===== src/hw/rtl/qvr_pkg.sv =====
// shared types and constants of the quaternion vector rotation core
`default_nettype none

package qvr_pkg;

    localparam int COMP_W       = 16;
    localparam int QUAT_W       = 16;
    localparam int FRAC_SHIFT   = 28;
    localparam int PROD_W       = 2 * QUAT_W;
    localparam int PSUM_W       = PROD_W + 1;
    localparam int MAT_W        = PROD_W + 2;
    localparam int MV_W         = MAT_W + COMP_W;
    localparam int SUM_W        = MV_W + 2;
    localparam int CFG_IDX_W    = 8;
    localparam int CFG_DATA_W   = QUAT_W;
    localparam int PIPE_LATENCY = 6;

    localparam logic [CFG_IDX_W-1:0] REG_QUAT_W = CFG_IDX_W'(0);
    localparam logic [CFG_IDX_W-1:0] REG_QUAT_X = CFG_IDX_W'(1);
    localparam logic [CFG_IDX_W-1:0] REG_QUAT_Y = CFG_IDX_W'(2);
    localparam logic [CFG_IDX_W-1:0] REG_QUAT_Z = CFG_IDX_W'(3);

    // 1.0 in q2.14
    localparam logic [QUAT_W-1:0] QUAT_ONE = QUAT_W'(1) << (QUAT_W - 2);

    localparam logic signed [COMP_W-1:0] COMP_MAX = {1'b0, {(COMP_W - 1){1'b1}}};
    localparam logic signed [COMP_W-1:0] COMP_MIN = {1'b1, {(COMP_W - 1){1'b0}}};

    typedef struct packed {
        logic signed [COMP_W-1:0] vec_x;
        logic signed [COMP_W-1:0] vec_y;
        logic signed [COMP_W-1:0] vec_z;
    } vec_t;

    typedef struct packed {
        logic signed [COMP_W-1:0] out_x;
        logic signed [COMP_W-1:0] out_y;
        logic signed [COMP_W-1:0] out_z;
        logic                     saturated;
    } res_t;

    typedef struct packed {
        logic signed [QUAT_W-1:0] w;
        logic signed [QUAT_W-1:0] x;
        logic signed [QUAT_W-1:0] y;
        logic signed [QUAT_W-1:0] z;
    } quat_t;

    typedef struct packed {
        logic signed [MAT_W-1:0] m00;
        logic signed [MAT_W-1:0] m01;
        logic signed [MAT_W-1:0] m02;
        logic signed [MAT_W-1:0] m10;
        logic signed [MAT_W-1:0] m11;
        logic signed [MAT_W-1:0] m12;
        logic signed [MAT_W-1:0] m20;
        logic signed [MAT_W-1:0] m21;
        logic signed [MAT_W-1:0] m22;
    } mat_t;

    typedef struct packed {
        logic signed [SUM_W-1:0] row_x;
        logic signed [SUM_W-1:0] row_y;
        logic signed [SUM_W-1:0] row_z;
    } sum_t;

endpackage

`default_nettype wire


===== src/hw/rtl/qvr_round.sv =====
// rounding, saturation and the result register
`default_nettype none

module qvr_round (
    input  wire logic          clk,
    input  wire logic          rst_n,
    input  wire logic          in_valid,
    input  wire qvr_pkg::sum_t in_sum,
    output logic               out_valid,
    output qvr_pkg::res_t      out_res
);

    localparam logic signed [qvr_pkg::SUM_W-1:0] ROUND_BIAS =
        qvr_pkg::SUM_W'(1) <<< (qvr_pkg::FRAC_SHIFT - 1);
    localparam logic signed [qvr_pkg::SUM_W-1:0] SAT_HI = qvr_pkg::SUM_W'(qvr_pkg::COMP_MAX);
    localparam logic signed [qvr_pkg::SUM_W-1:0] SAT_LO = qvr_pkg::SUM_W'(qvr_pkg::COMP_MIN);

    // returns {clipped, value}; round half toward plus infinity
    function automatic logic [qvr_pkg::COMP_W:0] round_sat(
        input logic signed [qvr_pkg::SUM_W-1:0] acc
    );
        logic signed [qvr_pkg::SUM_W-1:0] biased;
        logic signed [qvr_pkg::SUM_W-1:0] scaled;
        logic [qvr_pkg::COMP_W:0]         ret;
        biased = acc + ROUND_BIAS;
        scaled = biased >>> qvr_pkg::FRAC_SHIFT;
        if (scaled > SAT_HI)
            ret = {1'b1, qvr_pkg::COMP_MAX};
        else if (scaled < SAT_LO)
            ret = {1'b1, qvr_pkg::COMP_MIN};
        else
            ret = {1'b0, scaled[qvr_pkg::COMP_W-1:0]};
        return ret;
    endfunction

    logic                      res_valid_reg;
    qvr_pkg::res_t             res_reg;
    qvr_pkg::res_t             res_next;
    logic [qvr_pkg::COMP_W:0]  rx;
    logic [qvr_pkg::COMP_W:0]  ry;
    logic [qvr_pkg::COMP_W:0]  rz;

    always_comb
    begin
        rx = round_sat(in_sum.row_x);
        ry = round_sat(in_sum.row_y);
        rz = round_sat(in_sum.row_z);
        res_next.out_x     = rx[qvr_pkg::COMP_W-1:0];
        res_next.out_y     = ry[qvr_pkg::COMP_W-1:0];
        res_next.out_z     = rz[qvr_pkg::COMP_W-1:0];
        res_next.saturated = rx[qvr_pkg::COMP_W] | ry[qvr_pkg::COMP_W] | rz[qvr_pkg::COMP_W];
    end

    always_ff @(posedge clk or negedge rst_n)
    begin
        if (!rst_n)
            res_valid_reg <= 1'b0;
        else
            res_valid_reg <= in_valid;
    end

    always_ff @(posedge clk)
    begin
        res_reg <= res_next;
    end

    assign out_valid = res_valid_reg;
    assign out_res   = res_reg;

endmodule

`default_nettype wire


===== config.mk =====
export PLATFORM = sky130hd
export DESIGN_NAME = qvr_round
export DESIGN_NICKNAME = d
export VERILOG_FILES = /design/src/hw/rtl/qvr_pkg.sv /design/src/hw/rtl/qvr_round.sv
export SDC_FILE = /design/constraint.sdc
export NUM_CORES = 1
export LEC_CHECK = 0
export BUFFER_PORTS_ARGS = -buffer_cell sky130_fd_sc_hd__buf_2
export CAP_MARGIN = 5
export CORE_ASPECT_RATIO = 1.1
export CORE_UTILIZATION = 42
export CTS_CLUSTER_SIZE = 30
export DETAILED_ROUTE_END_ITERATION = 10
export PLACE_DENSITY = 0.82
export SYNTH_ARGS = -nofsm -noshare
export SYNTH_HDL_FRONTEND = slang
export SYNTH_SLANG_ARGS = --single-unit

===== constraint.sdc =====
create_clock -name clk -period 0.8 [get_ports clk]
set_input_delay 0.12 -clock clk [delete_from_list [all_inputs] [get_ports clk]]
set_output_delay 0.12 -clock clk [all_outputs]
set_load 0.05 [all_outputs]

==> results by group, run 1 <==
Status
  • Result of the run: stopped before the end
  • Terminating stage of the flow: global routing (5_1_grt)
  • Tool Error: [ERROR GRT-0232] Routing congestion too high. Check the congestion heatmap in the GUI.

Synth
  • Nets in the synthesized netlist: 506
  • Synth unique cells: 59
  • Number of flops mapped to enable cells by yosys: 0
  • Seq cells post-synth: 50
  • Netlist Area Pre-Place: 2990 um2
  • Yosys warning total: 0
  • Proportion of register bits with asynchronous set or reset after synthesis: 2.00%
  • Primary FF master, synth: sky130_fd_sc_hd__dfxtp_1
  • Cells after Synth: 344
  • Sequential share of the synthesized area: 33.7%
  • Post-synthesis average cell area: 8.69 um2

Floorplan
  • Number of standard-cell rows in the floorplan: 31
  • Starting density of the core: 44.3%
  • Total I/O pin count: 209
  • Die extent in y: 90.5 um
  • Die X: 82.4 um

CTS
  • Number of H-tree levels: 2
  • Clock root cell: sky130_fd_sc_hd__clkbuf_8
  • Clock tree buffer depth: 2
  • Total clock buffers created by CTS: 5
  • CTS sink count: 50

GRT
  • Aggregate global routing overflow: 1
  • Antenna violations before repair: 2
  • All-layer global routing usage: 66.9%
  • Pin count of the biggest net entering global routing: 17

Place
  • Routability congestion estimate from global placement: 0.940
  • Count of port buffers added during placement: 127
  • Estimated wirelength of the detail-placed design: 7670 um

STA
  • Type of the worst endpoint after the last repair: sequential cell input
  • End pin of the worst setup path after global-route repair: out_res[0]$_DFF_P_/D
## routing by layer
metal | global-route usage [%] | GRT overflow
met4 | 60.4 | 1
met1 | 71.6 | 0
met3 | 51.0 | 0
met5 | 20.8 | 0
met2 | 79.8 | 0
## stage by stage
stage	instance area (um2)	hold WS (ns)	std cells	worst slack, ns	TNS (ns)
after floorplan	3150	-0.176	344	-1.04	-46.13
after global placement	4670	-0.106	655	-1.21	-54.96
after detailed placement	4670	-0.103	655	-1.31	-58.08
after CTS	5750	0.109	680	-0.852	-43.02
## Yosys cell counts, types with 2 or more instances
master | count | area (um2)
sky130_fd_sc_hd__nand4_4 | 3 | 63.8
sky130_fd_sc_hd__nor2b_1 | 2 | 12.5
sky130_fd_sc_hd__o21ai_1 | 9 | 45.0
sky130_fd_sc_hd__clkbuf_2 | 2 | 10.0
sky130_fd_sc_hd__nand3_1 | 20 | 100
sky130_fd_sc_hd__nor4_4 | 4 | 85.1
sky130_fd_sc_hd__xnor2_1 | 29 | 254
sky130_fd_sc_hd__nand2_1 | 27 | 101
sky130_fd_sc_hd__xor2_1 | 23 | 201
sky130_fd_sc_hd__nor2_1 | 22 | 82.6
sky130_fd_sc_hd__o211ai_1 | 3 | 22.5
sky130_fd_sc_hd__or3_1 | 2 | 12.5
sky130_fd_sc_hd__nor3_2 | 2 | 20.0
sky130_fd_sc_hd__nor4_1 | 6 | 37.5
sky130_fd_sc_hd__and3_1 | 8 | 50.1
sky130_fd_sc_hd__clkbuf_1 | 3 | 11.3
sky130_fd_sc_hd__and4_1 | 3 | 26.3
sky130_fd_sc_hd__o21ai_0 | 32 | 160
sky130_fd_sc_hd__a31oi_1 | 6 | 37.5
sky130_fd_sc_hd__nand4_1 | 16 | 100
sky130_fd_sc_hd__nor3b_1 | 2 | 15.0
sky130_fd_sc_hd__o22ai_1 | 2 | 12.5
sky130_fd_sc_hd__and2_1 | 2 | 12.5
sky130_fd_sc_hd__or2_2 | 2 | 12.5
sky130_fd_sc_hd__ha_1 | 3 | 37.5
sky130_fd_sc_hd__nor3_1 | 11 | 55.1
sky130_fd_sc_hd__inv_1 | 13 | 48.8
sky130_fd_sc_hd__a211oi_1 | 3 | 22.5
sky130_fd_sc_hd__a21oi_1 | 6 | 30.0
sky130_fd_sc_hd__dfxtp_1 | 49 | 981
## cells by family after synthesis
kind of cell    Yosys count  share of synthesized area [%]
xor+xnor                 52                           15.2
mux                       2                          0.837
fa+ha+maj                 3                           1.26
flops                    50                           33.7
buf+inv                  20                           2.89
compound gates           75                           16.5
simple gates            142                           29.6
## timing repair
action                                 4_1_cts
cloned                                       3
setup buffers                               12
hold buffers                                 2
endpoints found under the hold margin        2
setup endpoints to repair                   99
pin swaps                                   12
resized for setup                          251
==> run 2: changes to the inputs <==
- CORE_ASPECT_RATIO: 1.1 -> not set
- CORE_UTILIZATION: 42 -> 31
- CTS_CLUSTER_SIZE: 30 -> not set
- PLACE_DENSITY: 0.82 -> not set
- PLACE_DENSITY_LB_ADDON: not set -> 0.15
==> run 2 against run 1 <==
Synthesized cell count did not move. The flow now finishes, with violations (negative setup slack). Area after synthesis did not move.
==> results by group, run 2 <==
Pwr
  • Static power due to leakage: 0.00252 uW
  • Clock network fraction of design power: 24.7%
  • Cell internal pwr: 4900 uW
  • Tot Pwr: 7300 uW
  • Power share of the combinational group: 36.7%
  • Switching power total: 2400 uW
  • Max rail drop VDD: 0.765 mV
  • Power density of the placed cells: 1230 nW/um2
  • Sequential share of power: 38.6%
  • Proportion of total power due to net switching: 32.8%

Cells and area
  • Post-route insts no fill: 733
  • Layout cell share with drive strength beyond 1: 64.1%
  • Final antenna diode count: 0
  • Top library cells by usage in the layout, fill and taps aside: 123 x sky130_fd_sc_hd__buf_4, 53 x sky130_fd_sc_hd__buf_2, 48 x sky130_fd_sc_hd__dfxtp_2
  • Leading cell type in the layout, fill and taps excluded: sky130_fd_sc_hd__buf_4
  • Fillcell total: 773
  • Sequential Area: 1070 um2
  • Growth of design area from synthesis to finish: 99.2%
  • Footprint of the multi-input gates: 2270 um2
  • Final layout net count: 765
  • Flip-flop count of the largest register, all copies and words added: 49
  • Share of the core filled with cells: 64.2%

Status
  • Failing checks: negative setup slack
  • Result of the run: complete, but fails checks

Routing
  • Number of vias in the routed layout: 3504
  • Vias per inst: 4.78
  • DRC violation count after routing: 0
  • DRT iter0 DRCs: 51
  • WL met2: 5270 um
  • Routed wire length on met3: 432 um
  • Uppermost layer routed: met4
  • Average wire per standard cell: 13.6 um
  • Final ANT Viol Nets: 0
  • Detailed-route wire length on metal 1: 4160 um
  • Total detailed-routing wirelength: 9970 um
  • TritonRoute pass-1 iters: 4

Synth
  • Number of flops mapped to enable cells by yosys: 0
  • Yosys warning total: 0
  • Post-synthesis average cell area: 8.69 um2
  • Dominant cell type by area after synthesis: sky130_fd_sc_hd__dfxtp_1
  • Proportion of register bits with asynchronous set or reset after synthesis: 2.00%
  • Cells after Synth: 344
  • Synth unique cells: 59
  • Nets in the synthesized netlist: 506
  • Synth top area share: 32.8%
  • Netlist Area Pre-Place: 2990 um2
  • Seq cells post-synth: 50
  • Main area contributors after synthesis: sky130_fd_sc_hd__dfxtp_1 33%, sky130_fd_sc_hd__xnor2_1 8.5%, sky130_fd_sc_hd__xor2_1 6.7%
  • Top post-synthesis cells by count: 49 x sky130_fd_sc_hd__dfxtp_1, 32 x sky130_fd_sc_hd__o21ai_0, 29 x sky130_fd_sc_hd__xnor2_1
  • Count leader, synth: sky130_fd_sc_hd__dfxtp_1
  • Primary FF master, synth: sky130_fd_sc_hd__dfxtp_1
  • Sequential share of the synthesized area: 33.7%

CTS
  • Clock-pin slew of the registers on the worst-case setup and hold paths: 0.11 ns
  • Clock tree buffer depth: 2
  • Total clock buffers created by CTS: 5
  • Number of H-tree levels: 2
  • TritonCTS clock tree: yes
  • CTS sink count: 50
  • Clock root cell: sky130_fd_sc_hd__clkbuf_8

Worst setup path
  • Required time at the endpoint of the critical path: 0.99 ns
  • Maximum single-stage delay on the critical path: 0.38 ns
  • Worst setup EP type: flop
  • Data arrival time of the critical path: 1.91 ns
  • Startpoint of the most critical setup path: in_sum[38]
  • Slowest cell on the critical path: sky130_fd_sc_hd__o41ai_4
  • CP Max Fanout: 6
  • Family of cells with the greatest summed delay on the critical path: buffers and inverters
  • Critical path depth: 10
  • Buffer and inverter count on the worst path: 4
  • Critical Path Start Type: input pin
  • Cells along the critical path: buf_6, nand4_1, buf_6, nor4_4, buf_4, xnor2_2, a31oi_2, o41ai_4, buf_4, nand4_1
  • Critical setup path kind: input pin to flop

STA
  • Number of max-slew violations in the final report: 0
  • Max-slew headroom: 65.7%
  • Number of setup violations in the final report: 99
  • Slew of the pin with the lowest slew margin: 0.511 ns
  • Period Utilization, post-route: 215%
  • RSZ-0062 raised after global routing: yes
  • Minimum setup slack in the final design: -0.919 ns
  • Final hold violations: 0
  • Time the worst path needs with I/O delays and setup: 1.72 ns
  • Maximum clock frequency: 582 MHz

GRT
  • Antenna violations before repair: 0
  • Pin count of the biggest net entering global routing: 17
  • First-pass GRT wire length: 15600 um
  • Aggregate global routing overflow: 0
  • Vias in the first global route: 3445
  • All-layer global routing usage: 19.4%

Floorplan
  • Total I/O pin count: 209
  • Die X: 100 um
  • Placeable core area: 9280 um2
  • Number of standard-cell rows in the floorplan: 35
  • Die Footprint: 10000 um2
  • Die extent in y: 100 um
  • Starting density of the core: 32.2%

Place
  • Count of port buffers added during placement: 127
  • Estimated wirelength of the detail-placed design: 7370 um
  • Routability congestion estimate from global placement: 0.857
  • Total placed cells including tap cells: 707

Min path
  • Min-Delay Path Class: input pin to asynchronous set/reset pin

Run
  • Number of max-cap violations: 0
## run 2: cell counts after synthesis
No cell type changed its count.
## run 2: cells by family after synthesis
logic type / count (synthesis) / synth area share, %
xor gates and xnor gates: 52 / 15.2
AOI/OAI and AO/OA: 75 / 16.5
adders and majority gates: 3 / 1.26
muxes: 2 / 0.837
DFF: 50 / 33.7
buffers and inverters: 20 / 2.89
and+or+nand+nor: 142 / 29.6
## run 2: path summary, 6_finish.rpt
path                          endpoint  slack [ns]
max                         out_res[0]       -0.92
min in group clk           out_res[47]        0.13
min                          out_valid        0.11
max in group asynchronous    out_valid        0.61
## run 2: final cells by class
type	count	share of cell area (%)
Clock inverter	2	0.630
Inverter	13	0.819
Multi-Input combinational cell	275	38.1
Tap cell	129	2.71
Sequential cell	50	17.9
Timing Repair Buffer	258	38.6
Clock buffer	6	1.22
## run 2: power by group through the flow
stage	combinational (uW)	sequential (uW)	clock, uW
finish	2680	2820	1800
CTS	2550	2800	1850
global placement	2100	2770	0
floorplan	513	3380	0
detailed placement	2120	2770	0
global route	2840	2830	1950
## run 2: metrics by stage
stage	setup TNS, ns	cell area, um2	worst slack (ns)	hold WS (ns)
6_report	-45.17	5960	-0.919	0.108
5_1_grt	-50.63	5960	-0.994	0.0895
4_1_cts	-44.75	5700	-0.887	0.0990
3_5_place_dp	-58.11	4770	-1.29	-0.102
3_3_place_gp	-56.61	4770	-1.27	-0.105
2_1_floorplan	-46.13	3150	-1.04	-0.176
## run 2: layer usage
metal | vias to the layer above | track usage, %
met5 | - | 0
met4 | 0 | 5.02
met3 | 8 | 2.86
met2 | 96 | 35.8
met1 | 1627 | 23.6
li1 | 1773 | -
## run 2: repair_timing
action	CTS	global route
buffers inserted	9	8
endpoints found under the setup margin	99	99
endpoints found under the hold margin	2	0
resized for setup	234	58
cloned	2	1
hold buffers	2	0
pin swaps	5	17
(Power assumes the default switching activity.)
==> run 3: changes to the inputs <==
- CORE_UTILIZATION: 31 -> 42
==> run 3 against run 2 <==
The flow still finishes with violations (negative setup slack). Total power grew 3.4%. Global-route usage is 12 points higher. Sequential share of layout area is 0.31 points lower. Non-clock buffer count is 8 higher. Hold slack improved by 0.019 ns. Largest cell class unchanged. Highest routed layer unchanged.
==> results by group, run 3 (synthesis gave the netlist of run 2 again) <==
Status
  • Result of the run: complete, but fails checks
  • Failing checks: negative setup slack

Routing
  • DRC violation count after routing: 0
  • Final ANT Viol Nets: 0
  • TritonRoute pass-1 iters: 5
  • Total detailed-routing wirelength: 13500 um
  • DRT iter0 DRCs: 260
  • Vias per inst: 5.71
  • Average wire per standard cell: 19.0 um
  • Number of vias in the routed layout: 4038

Place
  • Count of port buffers added during placement: 127
  • Estimated wirelength of the detail-placed design: 7240 um
  • Total placed cells including tap cells: 673
  • Routability congestion estimate from global placement: 0.880

GRT
  • Antenna violations before repair: 0
  • All-layer global routing usage: 31.7%
  • First-pass GRT wire length: 18500 um
  • Vias in the first global route: 3978
  • Pin count of the biggest net entering global routing: 17
  • Aggregate global routing overflow: 0

Run
  • Number of max-cap violations: 0

CTS
  • Clock tree buffer depth: 2
  • Total clock buffers created by CTS: 5
  • Clock root cell: sky130_fd_sc_hd__clkbuf_8
  • Clock-pin slew of the registers on the worst-case setup and hold paths: 0.10 ns
  • Number of H-tree levels: 2
  • TritonCTS clock tree: yes
  • CTS sink count: 50

Floorplan
  • Die X: 86.4 um
  • Placeable core area: 6830 um2
  • Starting density of the core: 43.8%
  • Die extent in y: 86.4 um
  • Number of standard-cell rows in the floorplan: 30
  • Die Footprint: 7460 um2
  • Total I/O pin count: 209

STA
  • Maximum clock frequency: 540 MHz
  • RSZ-0062 raised after global routing: yes
  • Time the worst path needs with I/O delays and setup: 1.85 ns
  • WHS: 0.126 ns
  • Number of max-slew violations in the final report: 0
  • Final hold violations: 0
  • Period Utilization, post-route: 231%
  • Minimum setup slack in the final design: -1.05 ns
  • Number of setup violations in the final report: 99
  • Accumulated negative setup slack: -48.77 ns
  • Max-slew headroom: 66.2%
  • Slew of the pin with the lowest slew margin: 0.503 ns

Cells and area
  • Leading cell type in the layout, fill and taps excluded: sky130_fd_sc_hd__buf_4
  • Flip-flop count of the largest register, all copies and words added: 49
  • Final layout net count: 772
  • Post-route insts no fill: 707
  • Growth of design area from synthesis to finish: 103%
  • Top library cells by usage in the layout, fill and taps aside: 127 x sky130_fd_sc_hd__buf_4, 48 x sky130_fd_sc_hd__buf_2, 48 x sky130_fd_sc_hd__dfxtp_2
  • Final antenna diode count: 0
  • Layout cell share with drive strength beyond 1: 65.3%

Pwr
  • Max rail drop VDD: 0.722 mV
  • Static power due to leakage: 0.00258 uW
  • Tot Pwr: 7550 uW
  • Power density of the placed cells: 1250 nW/um2

Worst setup path
  • Critical setup path kind: input pin to flop
  • Worst setup EP type: flop
  • CP Max Fanout: 16
  • Data arrival time of the critical path: 2.03 ns
  • Critical Path Start Type: input pin
  • Required time at the endpoint of the critical path: 0.98 ns

Min path
  • Min-Delay Path Class: input pin to asynchronous set/reset pin
run 3: cell types whose count changed in the layout (fill, tap and decap cells not counted), moves of 3 or more:
cell                      delta
sky130_fd_sc_hd__a21oi_1     +3
sky130_fd_sc_hd__a21oi_2     -3
sky130_fd_sc_hd__buf_2       -5
sky130_fd_sc_hd__buf_4       +4
sky130_fd_sc_hd__buf_8       +7
sky130_fd_sc_hd__o21ai_0     +3
sky130_fd_sc_hd__o21ai_1    -11
sky130_fd_sc_hd__o21ai_2     +8
run 3: layout make-up:
| type | instances | area (um2) |
|---|---|---|
| multi-input cells | 274 | 2280 |
| repair buffers | 266 | 2440 |
| fillers | 304 | 771 |
| clock inverters | 2 | 37.5 |
| inverters | 13 | 48.8 |
| clock buffers | 6 | 72.6 |
| well taps | 96 | 120 |
| flip-flops and latches | 50 | 1070 |
run 3: worst max-delay path by stage:
stage,startpoint,endpoint,slack [ns],depth (start not counted)
detailed placement,in_sum[87],out_res[30],-1.27,10
CTS,in_sum[92],out_res[0],-0.89,10
global route,in_sum[36],out_res[0],-1.11,9
floorplan,in_sum[89],out_res[18],-1.04,8
global placement,in_sum[131],out_res[40],-1.20,8
finish,in_sum[36],out_res[0],-1.05,9
run 3: power breakdown:
part           switching, uW  internal (uW)
Combinational           1550           1340
Sequential               130           2700
Clock                    892            935
Total                   2570           4980
run 3: metal layers:
layer	part of all wire [%]	GRT usage [%]
met2	53	58.7
met5	0	0
met4	5.1	15.3
met3	7.6	7.71
met1	35	33.6
run 3: metrics by stage:
step | utilization (%) | instance area [um2] | setup slack (ns)
finish | 88.7 | 6060 | -1.05
global route | 88.7 | 6060 | -1.11
CTS | 83.4 | 5700 | -0.886
detailed placement | 68.9 | 4710 | -1.27
global placement | 68.9 | 4710 | -1.20
floorplan | - | 3150 | -1.04
run 3: worst max-delay path, stage by stage:
cell	delay (ns)
sky130_fd_sc_hd__buf_2	0.11
sky130_fd_sc_hd__nand3_2	0.22
sky130_fd_sc_hd__nor4_4	0.40
sky130_fd_sc_hd__and2_1	0.26
sky130_fd_sc_hd__xor2_1	0.30
sky130_fd_sc_hd__a31oi_4	0.15
sky130_fd_sc_hd__buf_12	0.19
sky130_fd_sc_hd__nor3_2	0.15
sky130_fd_sc_hd__nand4_1	0.12
run 3: what timing repair did:
item | CTS | global route
setup endpoints to repair | 99 | 99
gates cloned | 2 | 1
endpoints found under the hold margin | 2 | 0
setup buffers | 13 | 9
gates resized for setup | 246 | 68
pin swaps | 13 | 17
hold buffers | 2 | 0
